$ cat src/hw/rtl/cst_pkg.sv
// ----------------------------------------------------------------------------
// cst_pkg
// Shared types and constants of the character stream tokenizer: token kind
// codes, the token word, the push bundle and the keyword spelling tables.
// ----------------------------------------------------------------------------
package cst_pkg;

    localparam int POS_BITS_DEF = 16;
    localparam int TQ_DEPTH     = 4;

    localparam logic [4:0] K_LPAREN        = 5'd0;
    localparam logic [4:0] K_RPAREN        = 5'd1;
    localparam logic [4:0] K_COMMA         = 5'd2;
    localparam logic [4:0] K_SEMI          = 5'd3;
    localparam logic [4:0] K_PLUS          = 5'd4;
    localparam logic [4:0] K_MINUS         = 5'd5;
    localparam logic [4:0] K_STAR          = 5'd6;
    localparam logic [4:0] K_SLASH         = 5'd7;
    localparam logic [4:0] K_ASSIGN        = 5'd8;
    localparam logic [4:0] K_EQUAL         = 5'd9;
    localparam logic [4:0] K_NOT           = 5'd10;
    localparam logic [4:0] K_NOT_EQUAL     = 5'd11;
    localparam logic [4:0] K_GREATER       = 5'd12;
    localparam logic [4:0] K_GREATER_EQUAL = 5'd13;
    localparam logic [4:0] K_LESS          = 5'd14;
    localparam logic [4:0] K_LESS_EQUAL    = 5'd15;
    localparam logic [4:0] K_AMP           = 5'd16;
    localparam logic [4:0] K_PIPE          = 5'd17;
    localparam logic [4:0] K_END           = 5'd18;
    localparam logic [4:0] K_IDENT         = 5'd19;
    localparam logic [4:0] K_NUMBER        = 5'd20;
    localparam logic [4:0] K_KW_TRUE       = 5'd21;
    localparam logic [4:0] K_KW_FALSE      = 5'd22;
    localparam logic [4:0] K_KW_PRINT      = 5'd23;
    localparam logic [4:0] K_ERROR         = 5'd24;

    localparam int KW_COUNT = 3;

    typedef struct packed {
        logic [4:0]  kind;
        logic [15:0] start;
        logic [15:0] len;
        logic [15:0] line;
        logic        last;
    } token_t;

    // tokens produced by one byte, in order, cnt of them valid
    typedef struct packed {
        logic [1:0] cnt;
        token_t     tok0;
        token_t     tok1;
    } tok_push_t;

    function automatic token_t mk_tok(logic [4:0] kind, logic [15:0] start,
                                      logic [15:0] len, logic [15:0] line);
        token_t t;
        t.kind  = kind;
        t.start = start;
        t.len   = len;
        t.line  = line;
        t.last  = 1'b0;
        return t;
    endfunction

    function automatic logic [2:0] kw_len(logic [1:0] k);
        logic [2:0] r;
        case (k)
            2'd0:    r = 3'd4;
            default: r = 3'd5;
        endcase
        return r;
    endfunction

    function automatic logic [7:0] kw_byte(logic [1:0] k, logic [2:0] i);
        logic [7:0] r;
        r = 8'h00;
        case (k)
            2'd0: begin
                case (i)
                    3'd0:    r = "t";
                    3'd1:    r = "r";
                    3'd2:    r = "u";
                    3'd3:    r = "e";
                    default: r = 8'h00;
                endcase
            end
            2'd1: begin
                case (i)
                    3'd0:    r = "f";
                    3'd1:    r = "a";
                    3'd2:    r = "l";
                    3'd3:    r = "s";
                    3'd4:    r = "e";
                    default: r = 8'h00;
                endcase
            end
            default: begin
                case (i)
                    3'd0:    r = "p";
                    3'd1:    r = "r";
                    3'd2:    r = "i";
                    3'd3:    r = "n";
                    3'd4:    r = "t";
                    default: r = 8'h00;
                endcase
            end
        endcase
        return r;
    endfunction

endpackage

$ cat src/hw/rtl/cst_scan.sv
// ----------------------------------------------------------------------------
// cst_scan
// Scanner state and the single-pass step logic: classifies one byte, resolves
// the operator lookahead, tracks identifiers, numbers and comments, and
// produces the zero to two tokens that the byte causes.
// ----------------------------------------------------------------------------
module cst_scan #(
    parameter int POS_BITS = cst_pkg::POS_BITS_DEF
) (
    input  logic                clk,
    input  logic                rst_n,
    input  logic                step,
    input  logic [7:0]          char_code,
    input  logic                final_char,
    output cst_pkg::tok_push_t  push
);

    typedef enum logic [2:0] {
        MODE_IDLE,
        MODE_OP,
        MODE_COMMENT,
        MODE_IDENT,
        MODE_NUMBER
    } mode_t;

    localparam logic [POS_BITS-1:0] POS_MAX = {POS_BITS{1'b1}};

    mode_t               mode_reg, mode_next;
    logic [7:0]          pend_reg, pend_next;
    logic [POS_BITS-1:0] pos_reg, pos_next;
    logic [POS_BITS-1:0] start_reg, start_next;
    logic [POS_BITS-1:0] line_reg, line_next;
    logic [POS_BITS-1:0] len_reg, len_next;
    logic [2:0]          hits_reg, hits_next;

    function automatic logic [POS_BITS-1:0] sat_inc(logic [POS_BITS-1:0] v);
        return (v == POS_MAX) ? v : v + 1'b1;
    endfunction

    function automatic logic is_alpha(logic [7:0] c);
        return (c >= "a" && c <= "z") || (c >= "A" && c <= "Z") || c == "_";
    endfunction

    function automatic logic is_digit(logic [7:0] c);
        return c >= "0" && c <= "9";
    endfunction

    // drop every keyword whose byte at idx differs or that is already over
    function automatic logic [2:0] kw_check(logic [2:0] hits, logic [7:0] c,
                                            logic [POS_BITS-1:0] idx);
        logic [2:0] r;
        r = hits;
        for (int k = 0; k < cst_pkg::KW_COUNT; k++) begin
            if (idx >= POS_BITS'(cst_pkg::kw_len(2'(k))) ||
                cst_pkg::kw_byte(2'(k), idx[2:0]) != c)
            begin
                r[k] = 1'b0;
            end
        end
        return r;
    endfunction

    function automatic logic [4:0] single_kind(logic [7:0] op);
        logic [4:0] r;
        case (op)
            "/":     r = cst_pkg::K_SLASH;
            "!":     r = cst_pkg::K_NOT;
            ">":     r = cst_pkg::K_GREATER;
            "<":     r = cst_pkg::K_LESS;
            default: r = cst_pkg::K_ERROR;
        endcase
        return r;
    endfunction

    function automatic logic [4:0] ident_kind(logic [2:0] hits,
                                              logic [POS_BITS-1:0] len);
        logic [4:0] r;
        r = cst_pkg::K_IDENT;
        for (int k = cst_pkg::KW_COUNT - 1; k >= 0; k--) begin
            if (hits[k] && len == POS_BITS'(cst_pkg::kw_len(2'(k))))
                r = cst_pkg::K_KW_TRUE + 5'(k);
        end
        return r;
    endfunction

    function automatic logic [4:0] pair_kind(logic [7:0] op);
        logic [4:0] r;
        case (op)
            ":":     r = cst_pkg::K_ASSIGN;
            "!":     r = cst_pkg::K_NOT_EQUAL;
            ">":     r = cst_pkg::K_GREATER_EQUAL;
            default: r = cst_pkg::K_LESS_EQUAL;
        endcase
        return r;
    endfunction

    cst_pkg::token_t a_tok, b_tok, c_tok, s0_tok, s1_tok;
    logic            a_vld, b_vld, c_vld, used;
    logic [15:0]     line16, pos16;
    logic [1:0]      n_tok;

    always_comb begin
        mode_next  = mode_reg;
        pend_next  = pend_reg;
        start_next = start_reg;
        line_next  = line_reg;
        len_next   = len_reg;
        hits_next  = hits_reg;
        pos_next   = sat_inc(pos_reg);
        line16     = 16'(line_reg);
        pos16      = 16'(pos_reg);
        a_vld      = 1'b0;
        b_vld      = 1'b0;
        c_vld      = 1'b0;
        a_tok      = cst_pkg::mk_tok(cst_pkg::K_ERROR, 16'(start_reg), 16'd1, line16);
        b_tok      = cst_pkg::mk_tok(cst_pkg::K_ERROR, pos16, 16'd1, line16);
        c_tok      = a_tok;
        used       = 1'b0;

        // pending token against this byte
        unique case (mode_reg)
            MODE_OP: begin
                if (char_code == "=" && pend_reg != "/") begin
                    a_vld     = 1'b1;
                    a_tok     = cst_pkg::mk_tok(pair_kind(pend_reg), 16'(start_reg),
                                                16'd2, line16);
                    mode_next = MODE_IDLE;
                    used      = 1'b1;
                end else if (char_code == "/" && pend_reg == "/") begin
                    mode_next = MODE_COMMENT;
                    used      = 1'b1;
                end else begin
                    a_vld     = 1'b1;
                    a_tok     = cst_pkg::mk_tok(single_kind(pend_reg), 16'(start_reg),
                                                16'd1, line16);
                    mode_next = MODE_IDLE;
                end
            end
            MODE_COMMENT: begin
                // newline or zero byte closes the comment and is scanned fresh
                if (char_code != "\n" && char_code != 8'h00)
                    used = 1'b1;
                else
                    mode_next = MODE_IDLE;
            end
            MODE_IDENT: begin
                if (is_alpha(char_code) || is_digit(char_code)) begin
                    hits_next = kw_check(hits_reg, char_code, len_reg);
                    len_next  = sat_inc(len_reg);
                    used      = 1'b1;
                end else begin
                    a_vld     = 1'b1;
                    a_tok     = cst_pkg::mk_tok(ident_kind(hits_reg, len_reg),
                                                16'(start_reg), 16'(len_reg), line16);
                    mode_next = MODE_IDLE;
                end
            end
            MODE_NUMBER: begin
                if (is_digit(char_code)) begin
                    len_next = sat_inc(len_reg);
                    used     = 1'b1;
                end else begin
                    a_vld     = 1'b1;
                    a_tok     = cst_pkg::mk_tok(cst_pkg::K_NUMBER, 16'(start_reg),
                                                16'(len_reg), line16);
                    mode_next = MODE_IDLE;
                end
            end
            default: mode_next = MODE_IDLE;
        endcase

        // fresh scan of the byte
        if (!used) begin
            case (char_code) inside
                "(": begin b_vld = 1'b1; b_tok.kind = cst_pkg::K_LPAREN; end
                ")": begin b_vld = 1'b1; b_tok.kind = cst_pkg::K_RPAREN; end
                ",": begin b_vld = 1'b1; b_tok.kind = cst_pkg::K_COMMA;  end
                ";": begin b_vld = 1'b1; b_tok.kind = cst_pkg::K_SEMI;   end
                "+": begin b_vld = 1'b1; b_tok.kind = cst_pkg::K_PLUS;   end
                "-": begin b_vld = 1'b1; b_tok.kind = cst_pkg::K_MINUS;  end
                "*": begin b_vld = 1'b1; b_tok.kind = cst_pkg::K_STAR;   end
                "=": begin b_vld = 1'b1; b_tok.kind = cst_pkg::K_EQUAL;  end
                "&": begin b_vld = 1'b1; b_tok.kind = cst_pkg::K_AMP;    end
                "|": begin b_vld = 1'b1; b_tok.kind = cst_pkg::K_PIPE;   end
                8'h00: begin b_vld = 1'b1; b_tok.kind = cst_pkg::K_END;  end
                "/", ":", "!", ">", "<": begin
                    mode_next  = MODE_OP;
                    pend_next  = char_code;
                    start_next = pos_reg;
                end
                " ", "\t": begin
                end
                "\n": line_next = sat_inc(line_reg);
                default: begin
                    if (is_alpha(char_code)) begin
                        mode_next  = MODE_IDENT;
                        start_next = pos_reg;
                        hits_next  = kw_check(3'b111, char_code, '0);
                        len_next   = POS_BITS'(1);
                    end else if (is_digit(char_code)) begin
                        mode_next  = MODE_NUMBER;
                        start_next = pos_reg;
                        len_next   = POS_BITS'(1);
                    end else begin
                        b_vld = 1'b1;
                    end
                end
            endcase
        end

        // final byte flushes what is still pending
        if (final_char) begin
            case (mode_next)
                MODE_OP: begin
                    c_vld = 1'b1;
                    c_tok = cst_pkg::mk_tok(single_kind(pend_next), 16'(start_next),
                                            16'd1, line16);
                end
                MODE_IDENT: begin
                    c_vld = 1'b1;
                    c_tok = cst_pkg::mk_tok(ident_kind(hits_next, len_next),
                                            16'(start_next), 16'(len_next), line16);
                end
                MODE_NUMBER: begin
                    c_vld = 1'b1;
                    c_tok = cst_pkg::mk_tok(cst_pkg::K_NUMBER, 16'(start_next),
                                            16'(len_next), line16);
                end
                default: c_vld = 1'b0;
            endcase
            mode_next = MODE_IDLE;
            pend_next = 8'h00;
        end

        // pack in order; at most two of the three exist
        if (a_vld) begin
            s0_tok = a_tok;
            s1_tok = b_vld ? b_tok : c_tok;
        end else if (b_vld) begin
            s0_tok = b_tok;
            s1_tok = c_tok;
        end else begin
            s0_tok = c_tok;
            s1_tok = c_tok;
        end
        n_tok       = 2'(a_vld) + 2'(b_vld) + 2'(c_vld);
        s0_tok.last = (n_tok == 2'd1);
        s1_tok.last = 1'b1;

        push.cnt  = step ? n_tok : 2'd0;
        push.tok0 = s0_tok;
        push.tok1 = s1_tok;
    end

    always_ff @(posedge clk or negedge rst_n) begin
        if (!rst_n) begin
            mode_reg  <= MODE_IDLE;
            pend_reg  <= 8'h00;
            pos_reg   <= '0;
            start_reg <= '0;
            line_reg  <= POS_BITS'(1);
            len_reg   <= '0;
            hits_reg  <= 3'b111;
        end else if (step) begin
            mode_reg  <= mode_next;
            pend_reg  <= pend_next;
            pos_reg   <= pos_next;
            start_reg <= start_next;
            line_reg  <= line_next;
            len_reg   <= len_next;
            hits_reg  <= hits_next;
        end
    end

`ifndef ASSERT_OFF
    a_final_idle: assert property (@(posedge clk) disable iff (!rst_n)
        step && final_char |=> mode_reg == MODE_IDLE)
        else $error("scanner not idle after final byte");

    a_line_nonzero: assert property (@(posedge clk) disable iff (!rst_n)
        line_reg != '0)
        else $error("line count reached zero");

    a_last_mark: assert property (@(posedge clk) disable iff (!rst_n)
        push.cnt == 2'd2 |-> push.tok1.last && !push.tok0.last)
        else $error("last marker misplaced on token pair");
`endif

endmodule

$ cat src/hw/rtl/cst_tokq.sv
// ----------------------------------------------------------------------------
// cst_tokq
// Result queue: takes up to two tokens per byte and hands them out one word
// per cycle while out_stall is low; reports room while two more tokens fit.
// ----------------------------------------------------------------------------
module cst_tokq (
    input  logic               clk,
    input  logic               rst_n,
    input  cst_pkg::tok_push_t push,
    output logic               room,
    output logic               out_valid,
    input  logic               out_stall,
    output cst_pkg::token_t    head
);

    localparam int PW = $clog2(cst_pkg::TQ_DEPTH);
    localparam int CW = $clog2(cst_pkg::TQ_DEPTH + 1);

    cst_pkg::token_t mem_reg [cst_pkg::TQ_DEPTH];
    logic [PW-1:0]   wr_reg, wr_next, rd_reg, rd_next;
    logic [CW-1:0]   cnt_reg, cnt_next;
    logic            pop;

    assign out_valid = (cnt_reg != '0);
    assign pop       = out_valid && !out_stall;
    assign room      = (cnt_reg <= CW'(cst_pkg::TQ_DEPTH - 2));
    assign head      = mem_reg[rd_reg];

    always_comb begin
        wr_next  = wr_reg + PW'(push.cnt);
        rd_next  = pop ? rd_reg + 1'b1 : rd_reg;
        cnt_next = cnt_reg + CW'(push.cnt) - CW'(pop);
    end

    always_ff @(posedge clk or negedge rst_n) begin
        if (!rst_n) begin
            wr_reg  <= '0;
            rd_reg  <= '0;
            cnt_reg <= '0;
        end else begin
            wr_reg  <= wr_next;
            rd_reg  <= rd_next;
            cnt_reg <= cnt_next;
        end
    end

    always_ff @(posedge clk) begin
        if (push.cnt != 2'd0)
            mem_reg[wr_reg] <= push.tok0;
        if (push.cnt == 2'd2)
            mem_reg[wr_reg + 1'b1] <= push.tok1;
    end

`ifndef ASSERT_OFF
    a_push_fits: assert property (@(posedge clk) disable iff (!rst_n)
        push.cnt != 2'd0 |-> cnt_reg <= CW'(cst_pkg::TQ_DEPTH - 2))
        else $error("token push without room");

    a_cnt_track: assert property (@(posedge clk) disable iff (!rst_n)
        push.cnt == 2'd0 && pop |=> cnt_reg == $past(cnt_reg) - 1'b1)
        else $error("queue count out of step with pops");
`endif

endmodule

$ cat src/hw/rtl/char_stream_tokenizer.sv
// ----------------------------------------------------------------------------
// char_stream_tokenizer
// Byte-serial lexer: operators with one byte of lookahead, line comments,
// identifiers with keyword match, numbers, END and ERROR tokens.
//
//   channel  valid      stall      words
//   in       in_valid   in_stall   char_code, final_char
//   out      out_valid  out_stall  token_kind, start_pos, token_len,
//                                  line_num, run_last
//
// one byte per cycle sustained while in_stall is low; a byte is scanned from
// the input register; its tokens leave the result queue one token word
// per cycle while out_stall is low; a byte with two tokens takes two entries
// in_stall rises only while a byte waits in the input register and the
// result queue has no space left for two tokens
// reset clears scanner state, positions to 0, line count to 1
// ----------------------------------------------------------------------------
module char_stream_tokenizer #(
    parameter int POS_BITS = cst_pkg::POS_BITS_DEF
) (
    input  logic        clk,
    input  logic        rst_n,
    input  logic        in_valid,
    output logic        in_stall,
    input  logic [7:0]  char_code,
    input  logic        final_char,
    output logic        out_valid,
    input  logic        out_stall,
    output logic [4:0]  token_kind,
    output logic [15:0] start_pos,
    output logic [15:0] token_len,
    output logic [15:0] line_num,
    output logic        run_last
);

    logic               full_reg, full_next;
    logic [7:0]         char_reg;
    logic               fin_reg;
    logic               room, step, take;
    cst_pkg::tok_push_t push;
    cst_pkg::token_t    head;

    assign step     = full_reg && room;
    assign in_stall = full_reg && !room;
    assign take     = in_valid && !in_stall;

    always_comb begin
        full_next = full_reg;
        if (take)
            full_next = 1'b1;
        else if (step)
            full_next = 1'b0;
    end

    always_ff @(posedge clk or negedge rst_n) begin
        if (!rst_n)
            full_reg <= 1'b0;
        else
            full_reg <= full_next;
    end

    always_ff @(posedge clk) begin
        if (take) begin
            char_reg <= char_code;
            fin_reg  <= final_char;
        end
    end

    cst_scan #(
        .POS_BITS (POS_BITS)
    ) u_scan (
        .clk        (clk),
        .rst_n      (rst_n),
        .step       (step),
        .char_code  (char_reg),
        .final_char (fin_reg),
        .push       (push)
    );

    cst_tokq u_tokq (
        .clk       (clk),
        .rst_n     (rst_n),
        .push      (push),
        .room      (room),
        .out_valid (out_valid),
        .out_stall (out_stall),
        .head      (head)
    );

    assign token_kind = head.kind;
    assign start_pos  = head.start;
    assign token_len  = head.len;
    assign line_num   = head.line;
    assign run_last   = head.last;

`ifndef ASSERT_OFF
    a_no_drop: assert property (@(posedge clk) disable iff (!rst_n)
        full_reg && !step |=> full_reg && $stable(char_reg))
        else $error("held input word lost");
`endif

endmodule
$ cat config.mk
export PLATFORM = sky130hd
export DESIGN_NAME = char_stream_tokenizer
export DESIGN_NICKNAME = d
export VERILOG_FILES = /design/src/hw/rtl/cst_pkg.sv /design/src/hw/rtl/cst_scan.sv /design/src/hw/rtl/cst_tokq.sv /design/src/hw/rtl/char_stream_tokenizer.sv
export SDC_FILE = /design/constraint.sdc
export NUM_CORES = 1
export LEC_CHECK = 0
export BUFFER_PORTS_ARGS = -buffer_cell sky130_fd_sc_hd__buf_4
export CELL_PAD_IN_SITES_DETAIL_PLACEMENT = 0
export CELL_PAD_IN_SITES_GLOBAL_PLACEMENT = 1
export CORE_MARGIN = 5
export CORE_UTILIZATION = 35
export CTS_BUF_LIST = sky130_fd_sc_hd__clkbuf_8
export CTS_CLUSTER_DIAMETER = 120
export DETAILED_ROUTE_END_ITERATION = 8
export PLACE_DENSITY_LB_ADDON = 0.1
export SYNTH_ARGS = -nofsm -noshare
export SYNTH_HDL_FRONTEND = slang
export SYNTH_SLANG_ARGS = --single-unit
$ cat constraint.sdc
create_clock -name clk -period 7.2 [get_ports clk]
set_clock_uncertainty 0.15 [all_clocks]
set_input_delay 0.36 -clock clk [delete_from_list [all_inputs] [get_ports clk]]
set_output_delay 0.36 -clock clk [all_outputs]
set_load 0.01 [all_outputs]
Yosys cells after proc, flatten, opt, wreduce, memory -nomap -nowiden
Memories as Yosys holds them, arrays and structs flattened. Index checks and enable logic that the tools add are counted. W data, S select, Z words.

Add/subtract/negate cells: 10. Order comparisons: 11. Eq/ne operators: 56. Mux-type cells: 268. Bitwise operators: 16. Reductions and logical operators: 39.

Operators by type and width (number): $mux W16 (37); $mux W8 (68); $mux W54 (7); $pmux W54 S3 (2); $mux W3 (88); $eq A8 B6 Y1 const B (24); $pmux W7 S5 (2); $mux W5 (13); $eq A16 B3 Y1 (4); $mux W53 (1); $add A16 B1 Y16 const B (3); $eq A16 B16 Y1 const B (3); $ne A8 B8 Y1 (6); $pmux W5 S4 (2); $mux W1 (39); $ge A16 B3 Y1 (2); $pmux W16 S2 (1); $pmux W7 S4 (1); $reduce_and A17 Y1 (1); $eq A8 B4 Y1 const B (2); $eq A8 B7 Y1 const B (2); $ge A8 B7 Y1 const B (2); $le A8 B7 Y1 const B (2); $logic_and A1 B1 Y1 (16); 35 further kinds (72).

Bits in registers: 95. Memory bits (writable): 216. Input port bits: 13. Memories kept: 1.

Memory list: u_tokq.mem_reg (depth 4, width 54, read ports 1, clocked after Yosys merged registers in 0, wr ports 2, line cst_tokq.sv:19) `cst_pkg::token_t mem_reg [cst_pkg::TQ_DEPTH];`.

Logic depth before layout (Yosys ltp)
Depth after elaboration: 47. Depth in mapped cells: 21. Mapped depth without buffers: 15.

Cells and area by module
Synthesis repeated with hierarchy kept, for this count alone.

Cells, all modules: 1359. Area, all modules: 17795.8 um^2.

By module, submodules not included: cst_tokq (times used 1, cells an instance 563, area an instance 10869.2 um^2, seq. area each 6661.4 um^2); cst_scan (times used 1, cells an instance 781, area an instance 6592.6 um^2, seq. area each 1956.9 um^2); char_stream_tokenizer (times used 1, cells an instance 15, area an instance 334.1 um^2, seq. area each 295.3 um^2).

Worst setup path before layout
Ideal clock, no wire load.

Path kind: register to register. From: register char_reg[2]. To: memory u_tokq.mem_reg[1][39] in the netlist's numbering, data pin. Data arrival time: 5957 ps. Setup slack: 961 ps. Stages on the path, launching flop included: 21. Path buffers: 6. Clock period less this slack: 6239 ps. Cell sequence: edfxtp_1 clkbuf_1 o21ai_0 and3_1 buf_2 a211oi_1 or2_2 nor2b_1 clkbuf_1 clkbuf_1 inv_1 fa_1 clkbuf_1 o21ai_0 nor2_1 nor2_1 inv_1 a22oi_1 o22ai_1 clkbuf_1 a22o_1.

RTL lines: start, declared (line char_stream_tokenizer.sv:37) `logic [7:0] char_reg;`; start signal, assigned (line char_stream_tokenizer.sv:64) `char_reg <= char_code;`; end, declared (line cst_tokq.sv:19).

==> impl_metrics.json <==
{
  "result_of_the_run": "complete, no violations",
  "worst_setup_path_start_kind": "flip-flop",
  "finalWeightedCongestion": 0.816,
  "grt_antenna_before_repair": 0,
  "cts.sinks": 311,
  "chipWidth_um": 225,
  "achievable-frequency_mhz": 167,
  "largest_register_ffs": 216,
  "design.final.nets": 1479,
  "dr.pass1.iters": 5,
  "layout_min_cycle_time_ns": 6.00,
  "post_synth_most_frequent_cells": "edfxtp_1, nand2_1, a21oi_1, clkbuf_1, dfrtp_1",
  "place_inst": 1984,
  "layout-drive-gt1-share_pct": 18.3,
  "synth_simple_gate_area_share_pct": 15.2,
  "detailed_route_iter0_violations": 845,
  "tightestPinTransition_ns": 1.08,
  "grt_max_degree": 69,
  "crit_path_end_kind": "flip-flop",
  "ant_nets": 0,
  "synth_compound_gate_area_share_pct": 13.7,
  "clkSlewWorstSetupHoldPaths_ns": 0.06,
  "coreArea_mm2": 0.0456,
  "fin_crit_sh_pct": 83.3,
  "wl_per_cell_um": 22.7,
  "cp_data_arrival_time_ns": 6.21,
  "synth_sequential_area_ratio_pct": 54.7,
  "max_cap_violations": 0,
  "row_cnt": 78,
  "path_class": "flip-flop to flip-flop",
  "timing.final.setup_violations": 0,
  "fp.dieArea_mm2": 0.0508,
  "cts_tree": "built",
  "cellLeakagePower_nw": 6.51,
  "cts_buffers": 55,
  "finalHoldViolations": 0,
  "r2r_cells": 16,
  "insertion_delay_ns": 0.63,
  "detail_route.wirelength_um": 47700,
  "start_util_pct": 35.6,
  "drc_errors": 0,
  "vdd.ir_drop.worst_mv": 0.184,
  "synth_flop_cell": "edfxtp_1",
  "syn_area_per_cell_um2": 11.6,
  "first_pass_grt_wire_length_um": 73500,
  "aggregate_global_route_resource_usage_pct": 18.6,
  "areal_power_density_over_the_cells_mw_per_mm2": 356,
  "htree_num_levels": 2,
  "netlist.area_leader.share_pct": 40.9,
  "synth.yosys.warnings": 0,
  "synth-seq-cells": 311,
  "totalNegativeSetupSlack_ns": 0,
  "hold_class": "primary input to asynchronous set/reset pin",
  "mappedNetlistNets": 1424,
  "worst_r2r_startpoint": "char_reg[6]",
  "ios": 69,
  "final-max-slew-violation-count": 0,
  "worst_r2r_endpoint": "u_tokq.mem_reg[1][33]",
  "stdcell_count": 2101,
  "synthDistinctLibCells": 81,
  "synth-adder-area-share_pct": 1.10,
  "detailroute.via_count": 11700,
  "grt-busiest-layer": "met2",
  "share_of_the_synthesized_netlist_area_taken_by_xor_and_xnor_gates_pct": 2.59,
  "detailed_place_hpwl_um": 30000,
  "clk_root_buffer_cell": "clkbuf_8",
  "rsz0062_at_grt": "no",
  "critical_path_peak_fanout": 16,
  "routed_via_density": 5.57,
  "synthCells": 1398,
  "grt_remaining_overflow": 0,
  "synth_top_cells_by_area": "edfxtp_1, dfrtp_1, mux4_2, a22o_1, a21oi_1",
  "main_combinational_cell_family_by_area_after_synthesis": "simple AND/OR/NAND/NOR gates",
  "dpl_cell_area_mm2": 0.0173,
  "netlist_area_mm2": 0.0162,
  "slack_of_the_worst_reg_to_reg_path_ns": 1.20,
  "syn_to_final_growth_pct": 13.4,
  "synth_edf_count": 221,
  "fillers": 4368,
  "yosysTopAreaCell": "edfxtp_1",
  "asyncSetResetFlopFracSynth_pct": 27.7,
  "groute.layer.met3.usage_pct": 2.45,
  "die_height_um": 225,
  "timing.critical_path.required_ns": 7.42,
  "yosys-mux-area-fraction_pct": 9.25,
  "synth_most_common_cell": "edfxtp_1",
  "via_count_of_the_first_global_routing_pass": 11900,
  "post_cts.resized_instances": 0,
  "globalRouteMet2Util_pct": 30.0,
  "post-route-cell-area_mm2": 0.0184,
  "cts_buffer_depth": 3,
  "max-slew-margin-rel_pct": 28.2,
  "buffer_ports.inserted": 68,
  "use_met1_pct": 26.1
}
## worst max path at each step
stage               slack (ns)  depth (start not counted)                    end   startpoint
floorplan                 0.96                         20  u_tokq.mem_reg[1][39]  char_reg[2]
global placement          1.31                         13  u_tokq.mem_reg[2][31]  char_reg[6]
detailed placement        1.27                         16  u_tokq.mem_reg[1][39]  char_reg[7]
CTS                       1.26                         16  u_tokq.mem_reg[1][33]  char_reg[6]
global route              0.70                         17  u_tokq.mem_reg[2][34]  char_reg[0]
finish                    1.20                         16  u_tokq.mem_reg[1][33]  char_reg[6]
## cell usage in the layout (no fill, tap or decap), types with 40 or more instances in the layout
cell type    n
buf_4      102
edfxtp_1   221
nand2_1    114
o21ai_0     42
a22o_1      72
inv_1       64
and2_1      40
dfrtp_1     80
clkbuf_8    56
nor2_1      72
nand3_1     71
a21oi_1     90
mux4_2      54
## worst max-delay path, cell delays in order, from the launching register on
cell and delay, ns:
edfxtp_1 0.57, or4_1 0.61, o31ai_1 0.55, o211a_1 0.30, o21a_1 0.18, nand3_1 0.43, inv_1 0.33, fa_1 0.58
o21ai_0 0.53, nor2_1 0.10, buf_4 0.24, nor2_2 0.14, inv_2 0.19, a22oi_1 0.20, o22ai_1 0.12, buf_4 0.25
a22o_1 0.26
## cell families (layout without fill, tap and decap cells)
| kind of cell | Yosys count | count (layout) |
|---|---|---|
| fa+ha+maj | 13 | 13 |
| simple gates | 473 | 473 |
| other cells | 0 | 1 |
| compound gates | 329 | 329 |
| xor+xnor | 48 | 48 |
| buf+inv | 145 | 247 |
| mux | 79 | 79 |
| flops | 311 | 311 |
## metal layers
metal | share of wire [%] | vias up
met3 | 4.0 | 65
met5 | 0 | -
met2 | 47 | 294
met1 | 46 | 5893
li1 | - | 5443
met4 | 2.8 | 0
## report_power, final
| group | internal (mW) | switching [mW] | total, mW |
|---|---|---|---|
| Clock | 0.722 | 0.727 | 1.45 |
| Sequential | 2.33 | 0.253 | 2.59 |
| Combinational | 0.988 | 1.52 | 2.50 |
| Total | 4.04 | 2.50 | 6.54 |
## cell type report
cell class,instances,area [µm²],area share (%)
multi-input combinational,942,6790,36.9
clock inverter,48,201,1.10
timing repair buffer,114,886,4.82
antenna,1,2.50,0.0136
sequential,311,8880,48.3
clock buffer,56,771,4.19
tap,600,751,4.08
inverter,29,109,0.592
## stage by stage
stage / util, % / setup slack, ns / hold slack (ns) / power, mW
2_1_floorplan: - / 0.961 / -0.0856 / 4.10
3_3_place_gp: 38.0 / 1.31 / 0.296 / 5.15
3_5_place_dp: 38.0 / 1.27 / 0.294 / 5.16
4_1_cts: 40.4 / 1.26 / 0.156 / 6.65
5_1_grt: 40.4 / 0.699 / 0.225 / 6.94
6_report: 40.4 / 1.20 / 0.182 / 6.54
## repair_timing
item / CTS / global route
setup buffers: 0 / 0
hold buffers: 12 / 0
endpoints found under the hold margin: 55 / 0
Note: power is estimated with default switching activity, not from simulation.
